===== config.mk =====
export PLATFORM = sky130hd
export DESIGN_NAME = dpt_core
export DESIGN_NICKNAME = d
export VERILOG_FILES = /design/src/hw/rtl/dpt_pkg.sv /design/src/hw/rtl/dpt_core.sv
export VERILOG_INCLUDE_DIRS = /design/src /design/src/hw/rtl
export SDC_FILE = /design/constraint.sdc
export NUM_CORES = 1
export LEC_CHECK = 0
export ABC_CLOCK_PERIOD_IN_PS = 22800
export BUFFER_PORTS_ARGS = -buffer_cell sky130_fd_sc_hd__buf_2
export CELL_PAD_IN_SITES_DETAIL_PLACEMENT = 1
export CELL_PAD_IN_SITES_GLOBAL_PLACEMENT = 2
export CORE_ASPECT_RATIO = 0.8
export CORE_MARGIN = 2
export CORE_UTILIZATION = 40
export CTS_CLUSTER_DIAMETER = 100
export DETAILED_ROUTE_END_ITERATION = 8
export PLACE_DENSITY = 0.87
export SLEW_MARGIN = 15
export SYNTH_ARGS = -nofsm -noshare
export SYNTH_HDL_FRONTEND = slang
export SYNTH_SLANG_ARGS = --single-unit

===== constraint.sdc =====
create_clock -name clk_i -period 22.8 [get_ports clk_i]
set_clock_uncertainty 0.2 [all_clocks]
set_input_delay 2.28 -clock clk_i [delete_from_list [all_inputs] [get_ports clk_i]]
set_output_delay 2.28 -clock clk_i [all_outputs]
set_load 0.02 [all_outputs]

===== src/hw/rtl/assert_macros.svh =====
// Assertion macros for the RTL of the prime test block.
`ifndef ASSERT_MACROS_SVH
`define ASSERT_MACROS_SVH
`ifndef ASSERT_OFF
`define DPT_ASSERT(lbl, clk, rst_n, prop) \
  lbl: assert property (@(posedge clk) disable iff (!rst_n) prop) \
    else $error("assertion failed");
`define DPT_ASSERT_NEVER(lbl, clk, rst_n, expr) \
  lbl: assert property (@(posedge clk) disable iff (!rst_n) !(expr)) \
    else $error("forbidden condition seen");
`else
`define DPT_ASSERT(lbl, clk, rst_n, prop)
`define DPT_ASSERT_NEVER(lbl, clk, rst_n, expr)
`endif
`endif


===== src/hw/rtl/dpt_pkg.sv =====
// Package: constants, tables and state type of the prime test block.
package dpt_pkg;

  localparam int DefNumWidth = 63;
  localparam int BaseCount = 12;
  localparam int IdxW = $clog2(BaseCount + 1);
  localparam int BaseW = 6;
  localparam logic [63:0] PseudoException = 64'd3215031751;

  typedef enum logic [3:0] {
    ST_IDLE,
    ST_SCREEN,
    ST_SPLIT,
    ST_ROUND,
    ST_POW,
    ST_MUL_ACC,
    ST_SQ_START,
    ST_MUL_SQ,
    ST_TEST,
    ST_SQR,
    ST_SQR_WAIT,
    ST_DONE
  } dpt_state_e;

  function automatic logic [BaseW-1:0] base_of(input logic [IdxW-1:0] idx);
    logic [BaseW-1:0] b;
    unique case (idx)
      4'd0:    b = 6'd2;
      4'd1:    b = 6'd3;
      4'd2:    b = 6'd5;
      4'd3:    b = 6'd7;
      4'd4:    b = 6'd11;
      4'd5:    b = 6'd13;
      4'd6:    b = 6'd17;
      4'd7:    b = 6'd19;
      4'd8:    b = 6'd23;
      4'd9:    b = 6'd29;
      4'd10:   b = 6'd31;
      4'd11:   b = 6'd37;
      default: b = 6'd2;
    endcase
    return b;
  endfunction

  // zero means no bound for that round
  function automatic logic [63:0] bound_of(input logic [IdxW-1:0] idx);
    logic [63:0] v;
    unique case (idx)
      4'd0:    v = 64'd4;
      4'd2:    v = 64'd1373653;
      4'd3:    v = 64'd25326001;
      4'd4:    v = 64'd25000000000;
      4'd5:    v = 64'd2152302898747;
      4'd6:    v = 64'd3474749660383;
      4'd7:    v = 64'd341550071728321;
      default: v = 64'd0;
    endcase
    return v;
  endfunction

endpackage


===== src/hw/rtl/dpt_core.sv =====
// Sequencer: screening, strong probable prime rounds and exponentiation.
`include "assert_macros.svh"

module dpt_core #(
  parameter int NUM_WIDTH = dpt_pkg::DefNumWidth
) (
  input  logic                 clk_i,
  input  logic                 rst_ni,
  input  logic                 start_i,
  input  logic [NUM_WIDTH-1:0] n_i,
  output logic                 busy_o,
  output logic                 res_valid_o,
  output logic                 res_prime_o,
  input  logic                 res_ready_i,
  output logic                 mm_start_o,
  output logic [NUM_WIDTH-1:0] mm_a_o,
  output logic [NUM_WIDTH-1:0] mm_b_o,
  output logic [NUM_WIDTH-1:0] mm_m_o,
  input  logic                 mm_busy_i,
  input  logic                 mm_done_i,
  input  logic [NUM_WIDTH-1:0] mm_res_i
);
  import dpt_pkg::*;

  localparam int W  = NUM_WIDTH;
  localparam int SW = $clog2(NUM_WIDTH);

  dpt_state_e    state_q, state_d;
  logic [W-1:0]  n_q, n_d;
  logic [W-1:0]  d_q, d_d;
  logic [SW-1:0] s_q, s_d;
  logic [SW-1:0] k_q, k_d;
  logic [IdxW-1:0] i_q, i_d;
  logic [W-1:0]  acc_q, acc_d;
  logic [W-1:0]  b_q, b_d;
  logic [W-1:0]  e_q, e_d;
  logic          prime_q, prime_d;
  logic [W-1:0]  n_m1;
  logic [63:0]   n_ext;
  logic [63:0]   bnd;

  assign n_m1   = n_q - W'(1);
  assign n_ext  = 64'(n_q);
  assign bnd    = bound_of(i_q);
  assign mm_m_o = n_q;

  assign busy_o      = (state_q != ST_IDLE);
  assign res_valid_o = (state_q == ST_DONE);
  assign res_prime_o = prime_q;

  always_comb begin
    state_d    = state_q;
    n_d        = n_q;
    d_d        = d_q;
    s_d        = s_q;
    k_d        = k_q;
    i_d        = i_q;
    acc_d      = acc_q;
    b_d        = b_q;
    e_d        = e_q;
    prime_d    = prime_q;
    mm_start_o = 1'b0;
    mm_a_o     = acc_q;
    mm_b_o     = acc_q;
    unique case (state_q)
      ST_IDLE: begin
        if (start_i) begin
          n_d     = n_i;
          state_d = ST_SCREEN;
        end
      end
      ST_SCREEN: begin
        if (n_ext < 64'd2 || n_ext == PseudoException) begin
          prime_d = 1'b0;
          state_d = ST_DONE;
        end else if (n_ext < 64'd4) begin
          prime_d = 1'b1;
          state_d = ST_DONE;
        end else begin
          d_d     = n_m1;
          s_d     = '0;
          state_d = ST_SPLIT;
        end
      end
      ST_SPLIT: begin
        if (!d_q[0]) begin
          d_d = d_q >> 1;
          s_d = s_q + SW'(1);
        end else begin
          i_d     = '0;
          state_d = ST_ROUND;
        end
      end
      ST_ROUND: begin
        if (i_q == IdxW'(BaseCount)) begin
          prime_d = 1'b1;
          state_d = ST_DONE;
        end else if (bnd != '0 && n_ext < bnd) begin
          prime_d = 1'b1;
          state_d = ST_DONE;
        end else begin
          acc_d   = W'(1);
          b_d     = W'(base_of(i_q));
          e_d     = d_q;
          state_d = ST_POW;
        end
      end
      ST_POW: begin
        mm_a_o = acc_q;
        mm_b_o = b_q;
        if (e_q == '0) begin
          state_d = ST_TEST;
        end else if (e_q[0]) begin
          mm_start_o = 1'b1;
          state_d    = ST_MUL_ACC;
        end else begin
          state_d = ST_SQ_START;
        end
      end
      ST_MUL_ACC: begin
        if (mm_done_i) begin
          acc_d   = mm_res_i;
          state_d = ST_SQ_START;
        end
      end
      ST_SQ_START: begin
        mm_a_o     = b_q;
        mm_b_o     = b_q;
        mm_start_o = 1'b1;
        state_d    = ST_MUL_SQ;
      end
      ST_MUL_SQ: begin
        if (mm_done_i) begin
          b_d     = mm_res_i;
          e_d     = e_q >> 1;
          state_d = ST_POW;
        end
      end
      ST_TEST: begin
        if (acc_q == W'(1) || acc_q == n_m1) begin
          i_d     = i_q + IdxW'(1);
          state_d = ST_ROUND;
        end else begin
          k_d     = SW'(1);
          state_d = ST_SQR;
        end
      end
      ST_SQR: begin
        if (k_q < s_q) begin
          mm_start_o = 1'b1;
          state_d    = ST_SQR_WAIT;
        end else begin
          prime_d = 1'b0;
          state_d = ST_DONE;
        end
      end
      ST_SQR_WAIT: begin
        if (mm_done_i) begin
          acc_d = mm_res_i;
          if (mm_res_i == n_m1) begin
            i_d     = i_q + IdxW'(1);
            state_d = ST_ROUND;
          end else begin
            k_d     = k_q + SW'(1);
            state_d = ST_SQR;
          end
        end
      end
      ST_DONE: begin
        if (res_ready_i) begin
          state_d = ST_IDLE;
        end
      end
      default: state_d = ST_IDLE;
    endcase
  end

  always_ff @(posedge clk_i or negedge rst_ni) begin
    if (!rst_ni) begin
      state_q <= ST_IDLE;
    end else begin
      state_q <= state_d;
    end
  end

  always_ff @(posedge clk_i) begin
    n_q     <= n_d;
    d_q     <= d_d;
    s_q     <= s_d;
    k_q     <= k_d;
    i_q     <= i_d;
    acc_q   <= acc_d;
    b_q     <= b_d;
    e_q     <= e_d;
    prime_q <= prime_d;
  end

  `DPT_ASSERT_NEVER(a_mm_start_busy, clk_i, rst_ni, mm_start_o && mm_busy_i)
  `DPT_ASSERT(a_split_nonzero, clk_i, rst_ni, (state_q == ST_SPLIT) |-> (d_q != '0))
  `DPT_ASSERT(a_test_reduced, clk_i, rst_ni, (state_q == ST_TEST) |-> (acc_q < n_q))
  `DPT_ASSERT(a_prime_ge2, clk_i, rst_ni, (res_valid_o && res_prime_o) |-> (n_q > W'(1)))

endmodule


-- Word-level counts from Yosys, hierarchy flattened
Memories as Yosys holds them, arrays and structs flattened. A register that Yosys moved wholly into a read port is not among the register bits.
Cells that the tools add are included.
- bits in registers: 336
- memories kept: 1
- bits in read-only memories: 96
- output and inout port bits: 193
- bits in latches: 0
- RAM bits: 0
- $add $sub $neg: 4
- $lt $le $gt $ge: 4
- equality and inequality tests: 41
- div/mod/pow operators: 0
- shift-type cells: 0
- multipliers: 0
- reductions and logical operators: 25
- multiplexer cells: 58
- bitwise operators: 0
- memories (name ; depth ; width ; read ports ; clocked after memory_dff ; write ports ; RTL line ; RTL):
    (no name shown) ; 16 ; 6 ; 1 ; 1 ; 0 ; dpt_pkg.sv:27 ; unique case (idx)
- operators with widths (operator ; number):
    $mux 63 ; 13
    $pmux 63 s2 ; 4
    $pmux 49 s7 ; 1
    $eq 63x63->1 ; 2
    $mux 4 ; 18
    $lt 63x64->1 ; 1
    $reduce_bool 64->1 ; 1
    $eq 63x1->1 const B ; 1
    $eq 63x32->1 const B ; 1
    $logic_not 63->1 ; 1
    $lt 63x2->1 const B ; 1
    $lt 63x3->1 const B ; 1
    $sub 63x1->63 const B ; 1
    $pmux 4 s12 ; 1
    $mux 6 ; 6
    $eq 4x3->1 const B ; 8
    $ne 2x2->1 const B ; 15
    $pmux 6 s2 ; 2
    $eq 4x4->1 const B ; 5
    $reduce_and 4->1 ; 5
    $eq 4x2->1 const B ; 4
    $add 6x1->6 const B ; 2
    $pmux 4 s3 ; 1
    $mux 1 ; 9
    other kinds (18) ; 28

-- Logic depth before layout (Yosys ltp)
- depth in word-level cells: 7
- mapped depth: 25

-- Worst setup path before layout
Ideal clock, no wire load.
- path type: reg2reg
- start point: reg i_q[0]
- end point: reg b_q[0], enable pin
- arrival time: 11.403 ns
- stages on the path, launching flop included: 19
- period minus slack after synthesis: 12.368 ns
- setup slack: 10.432 ns
- path buffers: 2
- required time: 21.835 ns
- path through: edfxtp_1 > ha_1 > clkbuf_1 > nor2b_1 > and2_1 > clkbuf_1 > inv_1 > ha_1 > a21o_1 > a21o_1 > a21o_1 > a21oi_1 > o21a_1 > o21ai_0 > a2111oi_0 > o2bb2ai_1 > o21a_1 > mux2i_1 > nor3_1
- longest elaborated chain between the ends: 6
- elaborated cells between the ends (all ways): 15
- those cells by class: order compare: 1; eq/ne: 9; mux: 1; reduce/logical: 4
- RTL lines (what ; RTL line ; RTL):
    start, declared ; dpt_core.sv:33 ; logic [IdxW-1:0] i_q, i_d;
    start signal, assigned ; dpt_core.sv:191 ; i_q <= i_d;
    $eq 4x3->1, or another cell as far along ; dpt_pkg.sv:48 ; unique case (idx)
    $pmux 49 s7 ; dpt_pkg.sv:48 ;
    $lt 63x64->1 / $reduce_bool 64->1 (equally long branches) ; dpt_core.sv:98 ; end else if (bnd != '0 && n_ext < bnd) begin
    $logic_and 1x1->1 ; dpt_core.sv:98 ;
    $ne 2x2->1 (no line) ; -- ;
    $reduce_and 4->1 (no line) (*) ; -- ;
    end signal, assigned ; dpt_core.sv:193 ; b_q <= b_d;
    end, declared ; dpt_core.sv:35 ; logic [W-1:0] b_q, b_d;
Mark *: on every way between the ends. The rest lies on a longest branch, timed or not.
A chain may end at the register's enable or synchronous reset.

==> flow_summary.toml <==
[power_and_ir_drop]
clockPowerShare_pct = 27.4
power.density_nw_per_um2 = 90.39
combPwrFrac_pct = 33.7
switching_share_pct = 37.06
internal_power_mw = 1.447
seqPwrFrac_pct = 38.8
power.switching_uw = 852.4
ir_drop_mv = 0.06188
leakagePower_nw = 9.232

[final_layout]
nets = 2622
final_util_pct = 47.19
nFillCells = 6091
finalNonFillerCells = 3168
syn2layout_area_growth_pct = 16.22
final_layout_size_suffix_gt1_share_pct = 23.57

[detailed_routing]
viasPerCell = 6.109
drt_iter0_drc = 2230
drc = 0
dr.pass1.iters = 5
vias = 19350
ant_nets = 0
routed_wl_um = 91840
wl_per_cell_um = 28.99

[clock_network]
cts.path.max_buffers = 3
ctsResizeCount = 0
insertion_delay_ns = 0.57
clk_pin_slew_ns = 0.06
clock_sinks = 342
cts-hold-fix-buffers = 0
cts_setup_buffers = 0
cts_made_buffers = 39
htreeDepth = 2
cts_tree = "yes"
cts-root-buf = "clkbuf_16"

[logic_synthesis]
syn_area_um2 = 21890
synth-xor-area-share_pct = 6.676
yosysMostFrequentCell = "edfxtp_1"
synth_common_cells = "edfxtp_1 (332), nand2_1 (289), nor2_1 (129)"
yosys.area_share.simple_pct = 23.39
avgSynthCellArea_um2 = 10.08
synth_fp_nets = 2364
async_flop_share_pct = 1.170
yosys-top-cells-area = "edfxtp_1 (46%), mux2_2 (5.9%), nand2_1 (5.0%), xnor2_1 (3.9%), ha_1 (3.4%)"
synth_compound_area_share_pct = 10.37
synth_edf_count = 332
seq_area_frac_synth_pct = 46.55
synth_top_area_share_pct = 45.54
synthFlopType = "edfxtp_1"
synth_fa_ha_area_share_pct = 3.429
ys_types = 89
synth_area_leader_cell = "edfxtp_1"
ys_seq_elements = 342
yosys_warnings = 0
synth_top_family_by_area = "simple AND/OR/NAND/NOR gates"
syn_inst = 2172
synthMuxAreaShare_pct = 6.139

[setup_path]
path_max_fanout = 16
start_kind = "flop"
cp.required_ns = 22.99
worstSetupPathType = "flop to flop"
crit_path_end_kind = "flop"
cp.arrival_ns = 7.89

[floorplanning]
start_util_pct = 40.60
die-area_um2 = 56630
die_h_um = 213.2
core_um2 = 53920
rows = 76
io_pins = 325
die_w_um = 265.6

[global_routing]
grt_pass1_vias = 19240
grt_usage_pct = 31.94
antenna_found_initial = 7
top_usage_layer = "met2"
use_met3_pct = 8.211
use_met1_pct = 44.26
grt_max_degree = 89
use_met2_pct = 49.29
grt_pass1_wl_um = 132000
grt_overflow = 0

[placement]
dp_hpwl_um = 70170
dp.cells = 3091
gp_congestion = 0.9883
io_buffer_count = 323

[timing]
slew_headroom_pct = 14.67
fmax_mhz = 130.0
rsz0062_at_grt = "false"
setup-tns-final_ns = 0
fin_crit_sh_pct = 33.75
period_minus_slack_ns = 7.694
hold_violations = 0
finalSetupViolations = 0
drv_slew = 0
tightest_slew_ns = 1.248

[run]
cap_violations = 0

[outcome]
outcome = "completed"

[min_path]
hold_class = "flop to flop"
[power groups by stage]
stage / Combinational, mW / Sequential (mW) / Clock, mW
final: 0.775 / 0.893 / 0.631
after global routing: 0.834 / 0.902 / 0.660
after floorplan: 0.525 / 0.873 / 0
after global placement: 0.755 / 0.898 / 0
after CTS: 0.782 / 0.891 / 0.642
after detailed placement: 0.777 / 0.904 / 0
[worst paths after layout]
| path | cells after the start | endpoint | slack (ns) | startpoint |
|---|---|---|---|---|
| max | 17 | flop | 15.11 | mm_m_o[15]$_DFFE_PP_ |
| min | 2 | b_q[4]$_DFFE_PP_ | 0.30 | flop |
| max reg2reg | 17 | flop | 15.11 | mm_m_o[15]$_DFFE_PP_ |
| min reg2reg | 2 | b_q[4]$_DFFE_PP_ | 0.30 | flop |
| max in group asynchronous | 1 | state_q[2]$_DFFE_PN0P_ | 20.96 | rst_ni |
| min in group asynchronous | 1 | state_q[3]$_DFFE_PN0P_ | 1.32 | rst_ni |
[layer usage]
metal / vias to the layer above / share of wire, % / routed length, um
met1: 9731 / 43 / 39480
li1: 8583 / - / -
met4: 4 / 2.9 / 2620
met5: - / 0.027 / 25
met2: 894 / 44 / 40730
met3: 141 / 9.8 / 8983
[kinds of logic after synthesis]
kind of cell | Yosys count
AND/OR/NAND/NOR | 964
multiplexers | 120
XOR/XNOR | 159
AO/OA/AOI/OAI | 340
adder cells (fa/ha/maj) | 60
buffers and inverters | 187
flip-flops | 342
[flip-flops by register name (all words and copies together) (netlist names), named ones only]
name / cells
i_q: 4
k_q: 6
mm_m_o: 63
e_q: 63
s_q: 6
res_prime_o: 1
state_q: 4
acc_q: 63
d_q: 63
b_q: 63
[final cells by class]
class | count | area, um^2 | area share [%]
sequential | 342 | 10190 | 40.05
clock inverter | 20 | 168.9 | 0.6639
timing repair buffer | 359 | 1887 | 7.416
multi-input combinational | 1643 | 11030 | 43.37
clock buffer | 52 | 1097 | 4.313
tap | 702 | 878.3 | 3.452
antenna | 5 | 12.51 | 0.04918
inverter | 45 | 173.9 | 0.6836
[metrics by stage]
step | instance area, um^2 | setup slack (ns) | hold slack (ns) | power [mW]
floorplan | 21890 | 10.43 | 0.2742 | 1.398
global placement | 24160 | 15.48 | 0.2949 | 1.653
detailed placement | 24160 | 15.47 | 0.2903 | 1.681
CTS | 25420 | 15.44 | 0.3032 | 2.316
global route | 25430 | 14.91 | 0.3300 | 2.396
finish | 25440 | 15.11 | 0.2975 | 2.300
[cell usage in the layout, fill, tap and decap left out, drive strengths merged, types with 10 or more instances in the layout]
cell	synthesis	routed
nand2	289	289
nor2b	71	71
a21oi	74	74
xnor2	97	97
nand3	53	53
nand3b	48	48
or4	19	19
nor4	90	90
nor3	52	52
inv	42	45
edfxtp	332	332
xor2	57	57
and2	59	59
clkbuf	121	52
a2111oi	12	12
mux2	114	114
ha	60	60
or2	15	15
nand4	51	51
clkinv	3	17
nand2b	29	29
and3	10	10
or3	16	16
a211oi	11	11
o2111ai	17	17
o21ai	96	96
buf	21	359
nor2	130	130
a21o	20	20
a31oi	11	11
[critical path: stages (launching register included)]
cell and delay, ns:
edfxtp_1 0.36, buf_4 0.21, nor3_1 0.79, nand3_1 0.74, nor4_1 1.13, o32a_1 0.31, nand4_1 0.15, nor4_1 0.84
nand4_1 0.22, nor4_2 0.61, o21ai_0 0.15, a221o_1 0.57, clkinv_4 0.23, nor2_1 0.09, a21oi_1 0.24, ha_1 0.32
o221ai_1 0.20, o21ai_0 0.15
Power figures use the tool's default switching activity.
